**src/hdl/scf_pkg.sv**
```systemverilog
// Shared types, constants and helpers for the snapshot compare filter.
`timescale 1ns / 1ps
`default_nettype none

package scf_pkg;

  // Number of tracked elements and the widths that follow from it
  localparam int ELEMENTS = 4096;
  localparam int AW       = $clog2(ELEMENTS);
  localparam int CNT_W    = $clog2(ELEMENTS + 1);

  // Fixed field widths
  localparam int IDX_W  = 12;
  localparam int VAL_W  = 32;
  localparam int MCH_W  = 13;
  localparam int CFG_IW = 2;
  localparam int CFG_DW = 32;

  // Configuration register indexes
  localparam logic [CFG_IW-1:0] CFG_CONDITION    = 2'd0;
  localparam logic [CFG_IW-1:0] CFG_SEARCH_VALUE = 2'd1;
  localparam logic [CFG_IW-1:0] CFG_ELEMENT_SIZE = 2'd2;

  // Element size codes
  localparam logic [1:0] SIZE_B8  = 2'd0;
  localparam logic [1:0] SIZE_B16 = 2'd1;
  localparam logic [1:0] SIZE_B32 = 2'd2;

  // Pass modes
  typedef enum logic [1:0] {
    COND_ANY = 2'd0,
    COND_EQ  = 2'd1,
    COND_INC = 2'd2,
    COND_DEC = 2'd3
  } cond_t;

  typedef struct packed {
    logic [IDX_W-1:0] element_index;
    logic [VAL_W-1:0] element_value;
    logic             first_of_pass;
    logic             last_of_pass;
  } in_t;

  typedef struct packed {
    logic             still_candidate;
    logic [MCH_W-1:0] pass_matches;
    logic             pass_done;
    logic             pass_skipped;
  } out_t;

  typedef struct packed {
    cond_t            cond;
    logic [VAL_W-1:0] search;
    logic [1:0]       esize;
  } cfg_t;

  // One memory word: candidate bit and snapshot
  typedef struct packed {
    logic             cand;
    logic [VAL_W-1:0] snap;
  } ent_t;

  typedef struct packed {
    logic hit;
    logic cand;
  } match_t;

  localparam ent_t ENT_RESET = '{cand: 1'b1, snap: '0};

  function automatic logic [VAL_W-1:0] size_mask(input logic [1:0] esize);
    logic [VAL_W-1:0] m;
    case (esize)
      SIZE_B8:  m = VAL_W'(32'h0000_00FF);
      SIZE_B16: m = VAL_W'(32'h0000_FFFF);
      default:  m = '1;
    endcase
    return m;
  endfunction

endpackage

`default_nettype wire

```
**src/hdl/scf_match.sv**
```systemverilog
// Compare unit: decides whether an element stays a candidate and counts.
`timescale 1ns / 1ps
`default_nettype none

module scf_match (
  input  scf_pkg::cfg_t              cfg,
  input  scf_pkg::ent_t              ent,
  input  logic [scf_pkg::VAL_W-1:0]  value,
  output scf_pkg::match_t            res
);

  logic [scf_pkg::VAL_W-1:0] mask;
  logic [scf_pkg::VAL_W-1:0] now_v;
  logic [scf_pkg::VAL_W-1:0] prev_v;
  logic                      cmp;

  assign mask   = scf_pkg::size_mask(cfg.esize);
  assign now_v  = value & mask;
  assign prev_v = ent.snap & mask;

  // Pick the comparison for the current pass mode
  always_comb begin
    unique case (cfg.cond)
      scf_pkg::COND_EQ:  cmp = (now_v == cfg.search);
      scf_pkg::COND_INC: cmp = (now_v > prev_v);
      scf_pkg::COND_DEC: cmp = (now_v < prev_v);
      default:           cmp = 1'b1;
    endcase
  end

  // Unconditional mode marks everything; compare modes only keep candidates
  always_comb begin
    if (cfg.cond == scf_pkg::COND_ANY) begin
      res.hit  = 1'b1;
      res.cand = 1'b1;
    end else if (ent.cand) begin
      res.hit  = cmp;
      res.cand = cmp;
    end else begin
      res.hit  = 1'b0;
      res.cand = 1'b0;
    end
  end

endmodule

`default_nettype wire

```
**config.mk**
```make
export PLATFORM = sky130hd
export DESIGN_NAME = scf_match
export DESIGN_NICKNAME = d
export VERILOG_FILES = /design/src/hdl/scf_pkg.sv /design/src/hdl/scf_match.sv
export SDC_FILE = /design/constraint.sdc
export NUM_CORES = 1
export LEC_CHECK = 0
export BUFFER_PORTS_ARGS = -buffer_cell sky130_fd_sc_hd__buf_2
export CORE_AREA = 2 2 69 58
export DETAILED_ROUTE_END_ITERATION = 8
export DIE_AREA = 0 0 71 60
export PLACE_DENSITY = 0.87
export SYNTH_ARGS = -nofsm -noshare
export SYNTH_HDL_FRONTEND = slang
export SYNTH_SLANG_ARGS = --single-unit
```
**constraint.sdc**
```tcl
create_clock -name vclk -period 3.7
set_input_delay 0 -clock vclk [all_inputs]
set_output_delay 0 -clock vclk [all_outputs]
set_load 0.02 [all_outputs]
```
# ---- Word level (Yosys, flattened, before mapping)
# Cells that the tools add are included.
dict set report word_totals {
  ff_bits 0
  inputBits 101
  output_inout_bits 2
  word_cells 15
}
dict set report classes {
  order_cmp 2
  eq_ne 5
  n_mux 4
  bitwise_logic 2
  n_reduce_logical 2
}
# op n
set op_table {}
lappend op_table {{32-bit bitwise AND} 2}
lappend op_table {{32-bit one-hot mux with 2 select lines} 1}
lappend op_table {{32-bit == test} 1}
lappend op_table {{32-bit > comparator} 1}
lappend op_table {{32-bit < comparator} 1}
lappend op_table {{2-bit by 1-bit == test with 1-bit output (second input constant)} 2}
lappend op_table {{2-bit == test (second input constant)} 2}
lappend op_table {{2-bit zero test} 2}
lappend op_table {{2-bit 2-to-1 mux} 2}
lappend op_table {{1-bit one-hot mux with 3 select lines} 1}

# ---- Longest topological paths before layout
# Gate-level depths: netlist (run 1).
dict set report logic_depth {
  depth_word 7
  mapped_depth 13
}

# ---- Worst setup path before layout (run 1)
# Ideal clock, no wire load.
dict set report synth_path {
  kind {input to output}
  startpoint {input cfg[1] (netlist bit)}
  endpoint {output res[1] (netlist bit)}
  arrival_time_ps 2378
  t_required_ps 3700
  setup_slack_ps 1322
  path_stages 13
  n_path_buf 4
  path_cell_list {buf_6 -> or2_1 -> buf_2 -> clkbuf_1 -> and2_1 -> ha_1 -> and4_1 -> nand3_1 -> o41ai_1 -> a21o_1 -> a31o_2 -> nand3_1 -> buf_4}
}
# element line
set synth_rtl {}
lappend synth_rtl {{start: declaration} scf_match.sv:6} ;# input scf_pkg::cfg_t cfg,
lappend synth_rtl {{end: declaration} scf_match.sv:9} ;# output scf_pkg::match_t res

==> flow_summary.yaml, run 1 <==
global_route:
  grt_pass1_vias: 1885
  grt_usage: 0.217
  grt_max_degree: 27
  grt_pass1_wl_um: 7780
  antenna_found_initial: 0
  grt-ovfl-total: 0
die:
  dieArea_um2: 4260
  core_area_um2: 3630
  die_width_um: 71
  rows: 20
  die_y_um: 60
  io_pins: 103
  start_util: 0.471
clocking:
  cts_resized: 0
  post-cts-setup-buffer-count: 0
  holdBufCountCts: 0
status:
  outcome: "completed"
synthesis:
  synth_nets: 372
  synth_cells: 239
  syn-cell-area_um2: 1710
  synth_top_area_frac: 0.234
  syn_area_per_cell_um2: 7.15
  synth_warnings: 0
  synthTopCellsByArea: "ha_1 23%, and2_1 8.4%, nand2_1 7.3%"
  yosysTopAreaCell: "ha_1"
  yosysSeqAreaShare: 0
  synth_cell_types: 50
timing:
  finalSetupViolCount: 0
  fin_crit_sh: 0.665
  finalSetupTns_ns: 0
  fmax_ghz: 0.407
  tightestPinTransition_ns: 0.387
  fin_ws_ns: 1.24
  final-max-slew-violation-count: 0
  fin_crit_ns: 2.46
  hold_violations: 0
  rsz0062_at_grt: "false"
  slew_headroom: 0.742
layout:
  seq_cells: 0
  drive_gt1_frac: 0.340
  antenna_cells: 0
  area_growth_pct: 31.2
  final_net_count: 470
  nFillCells: 345
  layout_common_cells: "103 x buf_2, 33 x nand2_1, 32 x ha_1"
  regArea_um2: 0
  clock_buffers: 0
  final_common_cell: "buf_2"
route:
  vias_per_cell: 5.34
  final_antenna_net_count: 0
  post-route-drc-count: 0
  wl_per_cell_um: 12.2
  drt_pass1_iterations: 4
  vias: 2023
  routed_wl_um: 4610
  drt_iter0_drc: 105
flow_run:
  max-cap-violations: 0
place:
  place_ws_ns: 1.27
  dp_hpwl_um: 4160
  place_congestion: 0.860
  io_buffer_count: 103
power_and_ir_drop:
  p_clk_frac: 0
  power_density_nw_per_um2: 109
  seqPwrFrac: 0
  p_sw_frac: 0.503
  p_leak_nw: 1.17
  irDropWorstVdd_v: 0.0000526
  p_int_mw: 0.121
  comb_power_share: 1.000
  p_switching_mw: 0.123
worst_setup_path:
  critPathRequiredTime_ns: 3.70
  worstPathArrival_ns: 2.46
  start_kind: "primary input"
  end_kind: "output port"
  crit_fanout: 26
  path_class: "in2out"
min_path:
  min_path_cells: 4
  hold_path_class: "in2out"
==> synth_stat cells (all sizes together), types with 3 or more instances <==
cell    instances
nor2           13
o21ai           7
nand3           6
nand2          33
o21bai          3
ha             32
a21o            3
a31oi           4
nor2b           6
nand3b          6
xor2            9
nor4bb          3
xnor2          10
and4            5
a22oi           4
inv            13
buf             5
a21oi          13
o22ai           4
and2           24
o32a            3
clkbuf          3
nand4           7
==> kinds of logic (layout without fill, tap and decap cells) <==
logic type	Yosys count	in the layout	synth area share
xor+xnor	19	19	0.0974
compound gates	54	54	0.219
fa+ha+maj	32	32	0.234
simple gates	113	113	0.394
buf+inv	21	117	0.0549
==> layer usage <==
metal  global-route usage  share of wire
met1                0.290           0.48
met3               0.0152          0.065
met5                    0              0
met4               0.0135         0.0041
met2                0.403           0.45
==> path summary, 6_finish.rpt <==
check | slack, ns | from | to
setup / recovery | 1.24 | cfg[1] | res[1]
hold / removal | 0.45 | ent[32] | res[0]
==> layout make-up <==
class | count | area [um2] | share of cell area
inverters | 13 | 48.8 | 0.0218
multi-input cells | 218 | 1610 | 0.720
repair buffers | 104 | 523 | 0.233
well taps | 44 | 55.1 | 0.0246
==> worst max-delay path, stage by stage <==
cell	delay [ns]
buf_2	0.22
or2_1	0.42
and2_1	0.23
ha_1	0.32
a21oi_1	0.16
nand2_1	0.08
a221o_1	0.37
a211oi_1	0.26
o2111ai_1	0.13
nand3_1	0.11
buf_2	0.17
==> power by group through the flow <==
stage / Sequential [mW] / Combinational [mW] / Clock (mW)
after detailed placement: 0 / 0.243 / 0
final: 0 / 0.244 / 0
after CTS: 0 / 0.245 / 0
after floorplan: 0 / 0.146 / 0
after global placement: 0 / 0.235 / 0
after global routing: 0 / 0.277 / 0
==> stage by stage <==
step	instances	utilization	total power [mW]	hold slack, ns	instance area (um2)
2_1_floorplan	239	-	0.146	0.271	1710
3_3_place_gp	379	0.618	0.235	0.449	2240
3_5_place_dp	379	0.618	0.243	0.450	2240
4_1_cts	379	0.618	0.245	0.453	2240
5_1_grt	379	0.618	0.277	0.485	2240
6_report	379	0.618	0.244	0.449	2240
Note: power is estimated with default switching activity, not from simulation.
==> inputs of run 2 (changes only) <==
--- a/config.mk
+++ b/config.mk
@@ -6,10 +6,10 @@
 export NUM_CORES = 1
 export LEC_CHECK = 0
 export BUFFER_PORTS_ARGS = -buffer_cell sky130_fd_sc_hd__buf_2
-export CORE_AREA = 2 2 69 58
+export CORE_AREA = 2 2 72 60
 export DETAILED_ROUTE_END_ITERATION = 8
-export DIE_AREA = 0 0 71 60
-export PLACE_DENSITY = 0.87
+export DIE_AREA = 0 0 74 62
+export PLACE_DENSITY = 0.81
 export SYNTH_ARGS = -nofsm -noshare
 export SYNTH_HDL_FRONTEND = slang
 export SYNTH_SLANG_ARGS = --single-unit
==> constraint.sdc (replaced) <==
create_clock -name vclk -period 2.5
set_input_delay 0 -clock vclk [all_inputs]
set_output_delay 0 -clock vclk [all_outputs]
set_load 0.02 [all_outputs]
==> flow_summary.yaml, run 2 (synthesized netlist as in run 1, its figures left out) <==
timing:
  hold_violations: 0
  final-max-slew-violation-count: 0
  rsz0062_at_grt: "false"
  tightestPinTransition_ns: 0.352
  fmax_ghz: 0.430
  slew_headroom: 0.759
  fin_crit_ns: 2.33
  fin_crit_sh: 0.931
  finalSetupViolCount: 0
  finalSetupTns_ns: 0
power_and_ir_drop:
  power_density_nw_per_um2: 160
  irDropWorstVdd_v: 0.0000581
  p_leak_nw: 1.17
min_path:
  hold_path_class: "in2out"
worst_setup_path:
  start_kind: "primary input"
  worstPathArrival_ns: 2.33
  end_kind: "output port"
  crit_fanout: 16
  path_class: "in2out"
  critPathRequiredTime_ns: 2.50
global_route:
  grt-ovfl-total: 0
  grt_pass1_wl_um: 7130
  grt_pass1_vias: 1735
  grt_usage: 0.190
  antenna_found_initial: 0
  grt_max_degree: 44
route:
  vias_per_cell: 5.18
  drt_iter0_drc: 75
  drt_pass1_iterations: 4
  vias: 2029
  final_antenna_net_count: 0
  routed_wl_um: 4500
  wl_per_cell_um: 11.5
  post-route-drc-count: 0
layout:
  multi_input_area_um2: 1610
  layout_common_cells: "103 x buf_2, 33 x nand2_1, 32 x ha_1"
  final_net_count: 470
  clock_buffers: 0
  final_common_cell: "buf_2"
  utilization: 0.572
  drive_gt1_frac: 0.343
  seq_cells: 0
  area_growth_pct: 32.9
  nFillCells: 388
  regArea_um2: 0
  antenna_cells: 0
die:
  rows: 21
  start_util: 0.430
  die_y_um: 62
  die_width_um: 74
  io_pins: 103
  dieArea_um2: 4590
  core_area_um2: 3970
place:
  io_buffer_count: 103
  place_congestion: 0.807
  dp_hpwl_um: 4030
clocking:
  holdBufCountCts: 0
  post-cts-setup-buffer-count: 0
  cts_resized: 0
flow_run:
  max-cap-violations: 0
status:
  outcome: "completed"
[run 2: cell types whose count changed in the layout (fill, tap and decap cells not counted)]
cell	delta
buf_4	-1
or2_1	-1
buf_12	+1
or2_2	+1
[run 2: final cells by class]
cell class | instances | area share
well taps | 57 | 0.0314
repair buffers | 104 | 0.236
inverters | 13 | 0.0215
multi-input cells | 218 | 0.711
[run 2: final timing paths]
path,startpoint,to,depth (start not counted)
worst max-delay path,cfg[1],res[0],11
worst min-delay path,ent[32],res[1],4
[run 2: layer usage]
layer / wire (um) / GRT usage / share of wire
met4: 10 / 0.0104 / 0.0022
met1: 2070 / 0.255 / 0.46
met2: 2090 / 0.346 / 0.46
met5: 0 / 0 / 0
met3: 340 / 0.0210 / 0.076
[run 2: through the flow]
step	area [um2]	setup WS, ns	cells	power (mW)	hold WS (ns)
6_report	2270	0.173	392	0.362	0.456
5_1_grt	2270	0.0137	392	0.410	0.519
4_1_cts	2270	0.168	392	0.364	0.473
3_5_place_dp	2270	0.184	392	0.361	0.470
3_3_place_gp	2270	0.234	392	0.352	0.470
2_1_floorplan	1710	0.122	239	0.216	0.271
[run 2: power breakdown]
group / total (mW) / internal [mW] / switching [mW]
clock network: 0 / 0 / 0
registers: 0 / 0 / 0
logic: 0.362 / 0.182 / 0.180
total: 0.362 / 0.182 / 0.180
[run 2: worst max-delay path: stages]
cell       delay (ns)
buf_2            0.13
or2_2            0.41
and2_1           0.20
ha_1             0.33
a21oi_1          0.13
nand2_1          0.07
a221o_1          0.37
a211oi_1         0.27
o2111ai_1        0.13
nand3_1          0.12
buf_2            0.17
==> inputs of run 3 (changes only) <==
--- a/config.mk
+++ b/config.mk
@@ -6,10 +6,12 @@
 export NUM_CORES = 1
 export LEC_CHECK = 0
 export BUFFER_PORTS_ARGS = -buffer_cell sky130_fd_sc_hd__buf_2
-export CORE_AREA = 2 2 72 60
+export CELL_PAD_IN_SITES_DETAIL_PLACEMENT = 1
+export CELL_PAD_IN_SITES_GLOBAL_PLACEMENT = 2
+export CORE_AREA = 2 2 96 79
 export DETAILED_ROUTE_END_ITERATION = 8
-export DIE_AREA = 0 0 74 62
-export PLACE_DENSITY = 0.81
+export DIE_AREA = 0 0 98 81
+export PLACE_DENSITY = 0.88
 export SYNTH_ARGS = -nofsm -noshare
 export SYNTH_HDL_FRONTEND = slang
 export SYNTH_SLANG_ARGS = --single-unit
==> constraint.sdc (replaced) <==
create_clock -name vclk -period 2.7
set_input_delay 0 -clock vclk [all_inputs]
set_output_delay 0 -clock vclk [all_outputs]
set_load 0.02 [all_outputs]
==> flow_summary.yaml, run 3 (synthesized netlist as in run 1, its figures left out) <==
timing:
  hold_violations: 0
  final-max-slew-violation-count: 0
  rsz0062_at_grt: "false"
  fin_crit_ns: 2.41
  slew_headroom: 0.716
  finalSetupTns_ns: 0
  finalSetupViolCount: 0
  fin_crit_sh: 0.891
  tightestPinTransition_ns: 0.426
  fmax_ghz: 0.415
power_and_ir_drop:
  p_switching_mw: 0.177
  comb_power_share: 1.000
  p_int_mw: 0.167
  seqPwrFrac: 0
  power_density_nw_per_um2: 149
  p_clk_frac: 0
  p_sw_frac: 0.513
  p_leak_nw: 1.17
  irDropWorstVdd_v: 0.0000480
layout:
  clock_buffers: 0
  layout_common_cells: "103 x buf_2, 33 x nand2_1, 32 x ha_1"
  nFillCells: 930
  final_common_cell: "buf_2"
  area_growth_pct: 35.0
  seq_cells: 0
  antenna_cells: 0
  utilization: 0.324
  regArea_um2: 0
  final_net_count: 471
  drive_gt1_frac: 0.342
  multi_input_area_um2: 1610
global_route:
  grt_usage: 0.139
  grt_pass1_wl_um: 9230
  grt-ovfl-total: 0
  antenna_found_initial: 0
  grt_max_degree: 32
  grt_pass1_vias: 1945
min_path:
  min_from: "cfg[34]"
  hold_path_class: "in2out"
  min_path_cells: 4
  whs_endpoint: "res[1]"
die:
  rows: 28
  die_width_um: 98
  dieArea_um2: 7940
  io_pins: 103
  core_area_um2: 7110
  die_y_um: 81
  start_util: 0.240
route:
  drt_iter0_drc: 75
  wl_per_cell_um: 13.6
  routed_wl_um: 5790
  post-route-drc-count: 0
  drt_pass1_iterations: 5
  vias_per_cell: 4.82
  vias: 2055
  final_antenna_net_count: 0
worst_setup_path:
  crit_fanout: 16
  worstPathArrival_ns: 2.41
  crit_slowest_cell: "or2_1"
  end_kind: "output port"
  crit_chain: "buf_2 > or2_1 > and2_1 > ha_1 > a21oi_1 > nand2_1 > a221o_1 > a211oi_1 > o2111ai_1 > nand3_1 > buf_2"
  worst-path-buf-inv: 2
  path_common_cell: "buf_2"
  slowest_delay_ns: 0.38
  critical-path-top-delay-family: "compound AO/OA/AOI/OAI gates"
  path_class: "in2out"
  critPathRequiredTime_ns: 2.70
  start_kind: "primary input"
place:
  io_buffer_count: 103
  dp_hpwl_um: 5330
  place_congestion: 0.814
clocking:
  holdBufCountCts: 0
  cts_resized: 0
  post-cts-setup-buffer-count: 0
flow_run:
  max-cap-violations: 0
status:
  outcome: "completed"
==> run 3: cell types whose count changed in the layout (fill, tap and decap cells not counted), sizes merged <==
| cell | previous run | this run |
|---|---|---|
| buf | 104 | 105 |
==> run 3: area by class of cell <==
| cell class | instances | area share |
|---|---|---|
| timing repair buffer | 105 | 0.230 |
| multi-input combinational | 218 | 0.700 |
| inverter | 13 | 0.0212 |
| tap | 90 | 0.0488 |
==> run 3: worst max path at each step <==
stage	start	endpoint	slack [ns]	cells past startpoint
finish	cfg[0]	res[0]	0.29	11
global route	cfg[0]	res[0]	0.08	11
CTS	cfg[0]	res[1]	0.30	11
detailed placement	cfg[0]	res[1]	0.32	11
global placement	cfg[0]	res[0]	0.43	11
floorplan	cfg[1]	res[1]	0.32	13
==> run 3: worst min-delay path, cell delays in order <==
cell	delay [ns]
buf_2	0.11
o2111ai_1	0.10
nand3_1	0.10
buf_2	0.17
==> run 3: metrics by stage <==
step | setup slack (ns) | total power [mW] | cells | hold slack [ns] | cell area, um2
final | 0.293 | 0.344 | 426 | 0.483 | 2310
after global routing | 0.0787 | 0.389 | 426 | 0.519 | 2310
after CTS | 0.298 | 0.349 | 426 | 0.483 | 2310
after detailed placement | 0.316 | 0.347 | 426 | 0.482 | 2310
after global placement | 0.429 | 0.336 | 426 | 0.452 | 2310
after floorplan | 0.322 | 0.200 | 239 | 0.271 | 1710
==> run 3: power groups by stage <==
| stage | combinational (mW) | sequential (mW) | clock, mW |
|---|---|---|---|
| 6_report | 0.344 | 0 | 0 |
| 5_1_grt | 0.389 | 0 | 0 |
| 4_1_cts | 0.349 | 0 | 0 |
| 3_5_place_dp | 0.347 | 0 | 0 |
| 3_3_place_gp | 0.336 | 0 | 0 |
| 2_1_floorplan | 0.200 | 0 | 0 |
==> run 3: layer usage <==
layer | part of all wire | wire length [um] | track usage | up-vias
met3 | 0.053 | 308 | 0.0103 | 2
li1 | - | - | - | 1074
met1 | 0.52 | 3020 | 0.203 | 913
met5 | 0 | 0 | 0 | -
met4 | 0.0035 | 20 | 0.00833 | 0
met2 | 0.42 | 2440 | 0.234 | 66
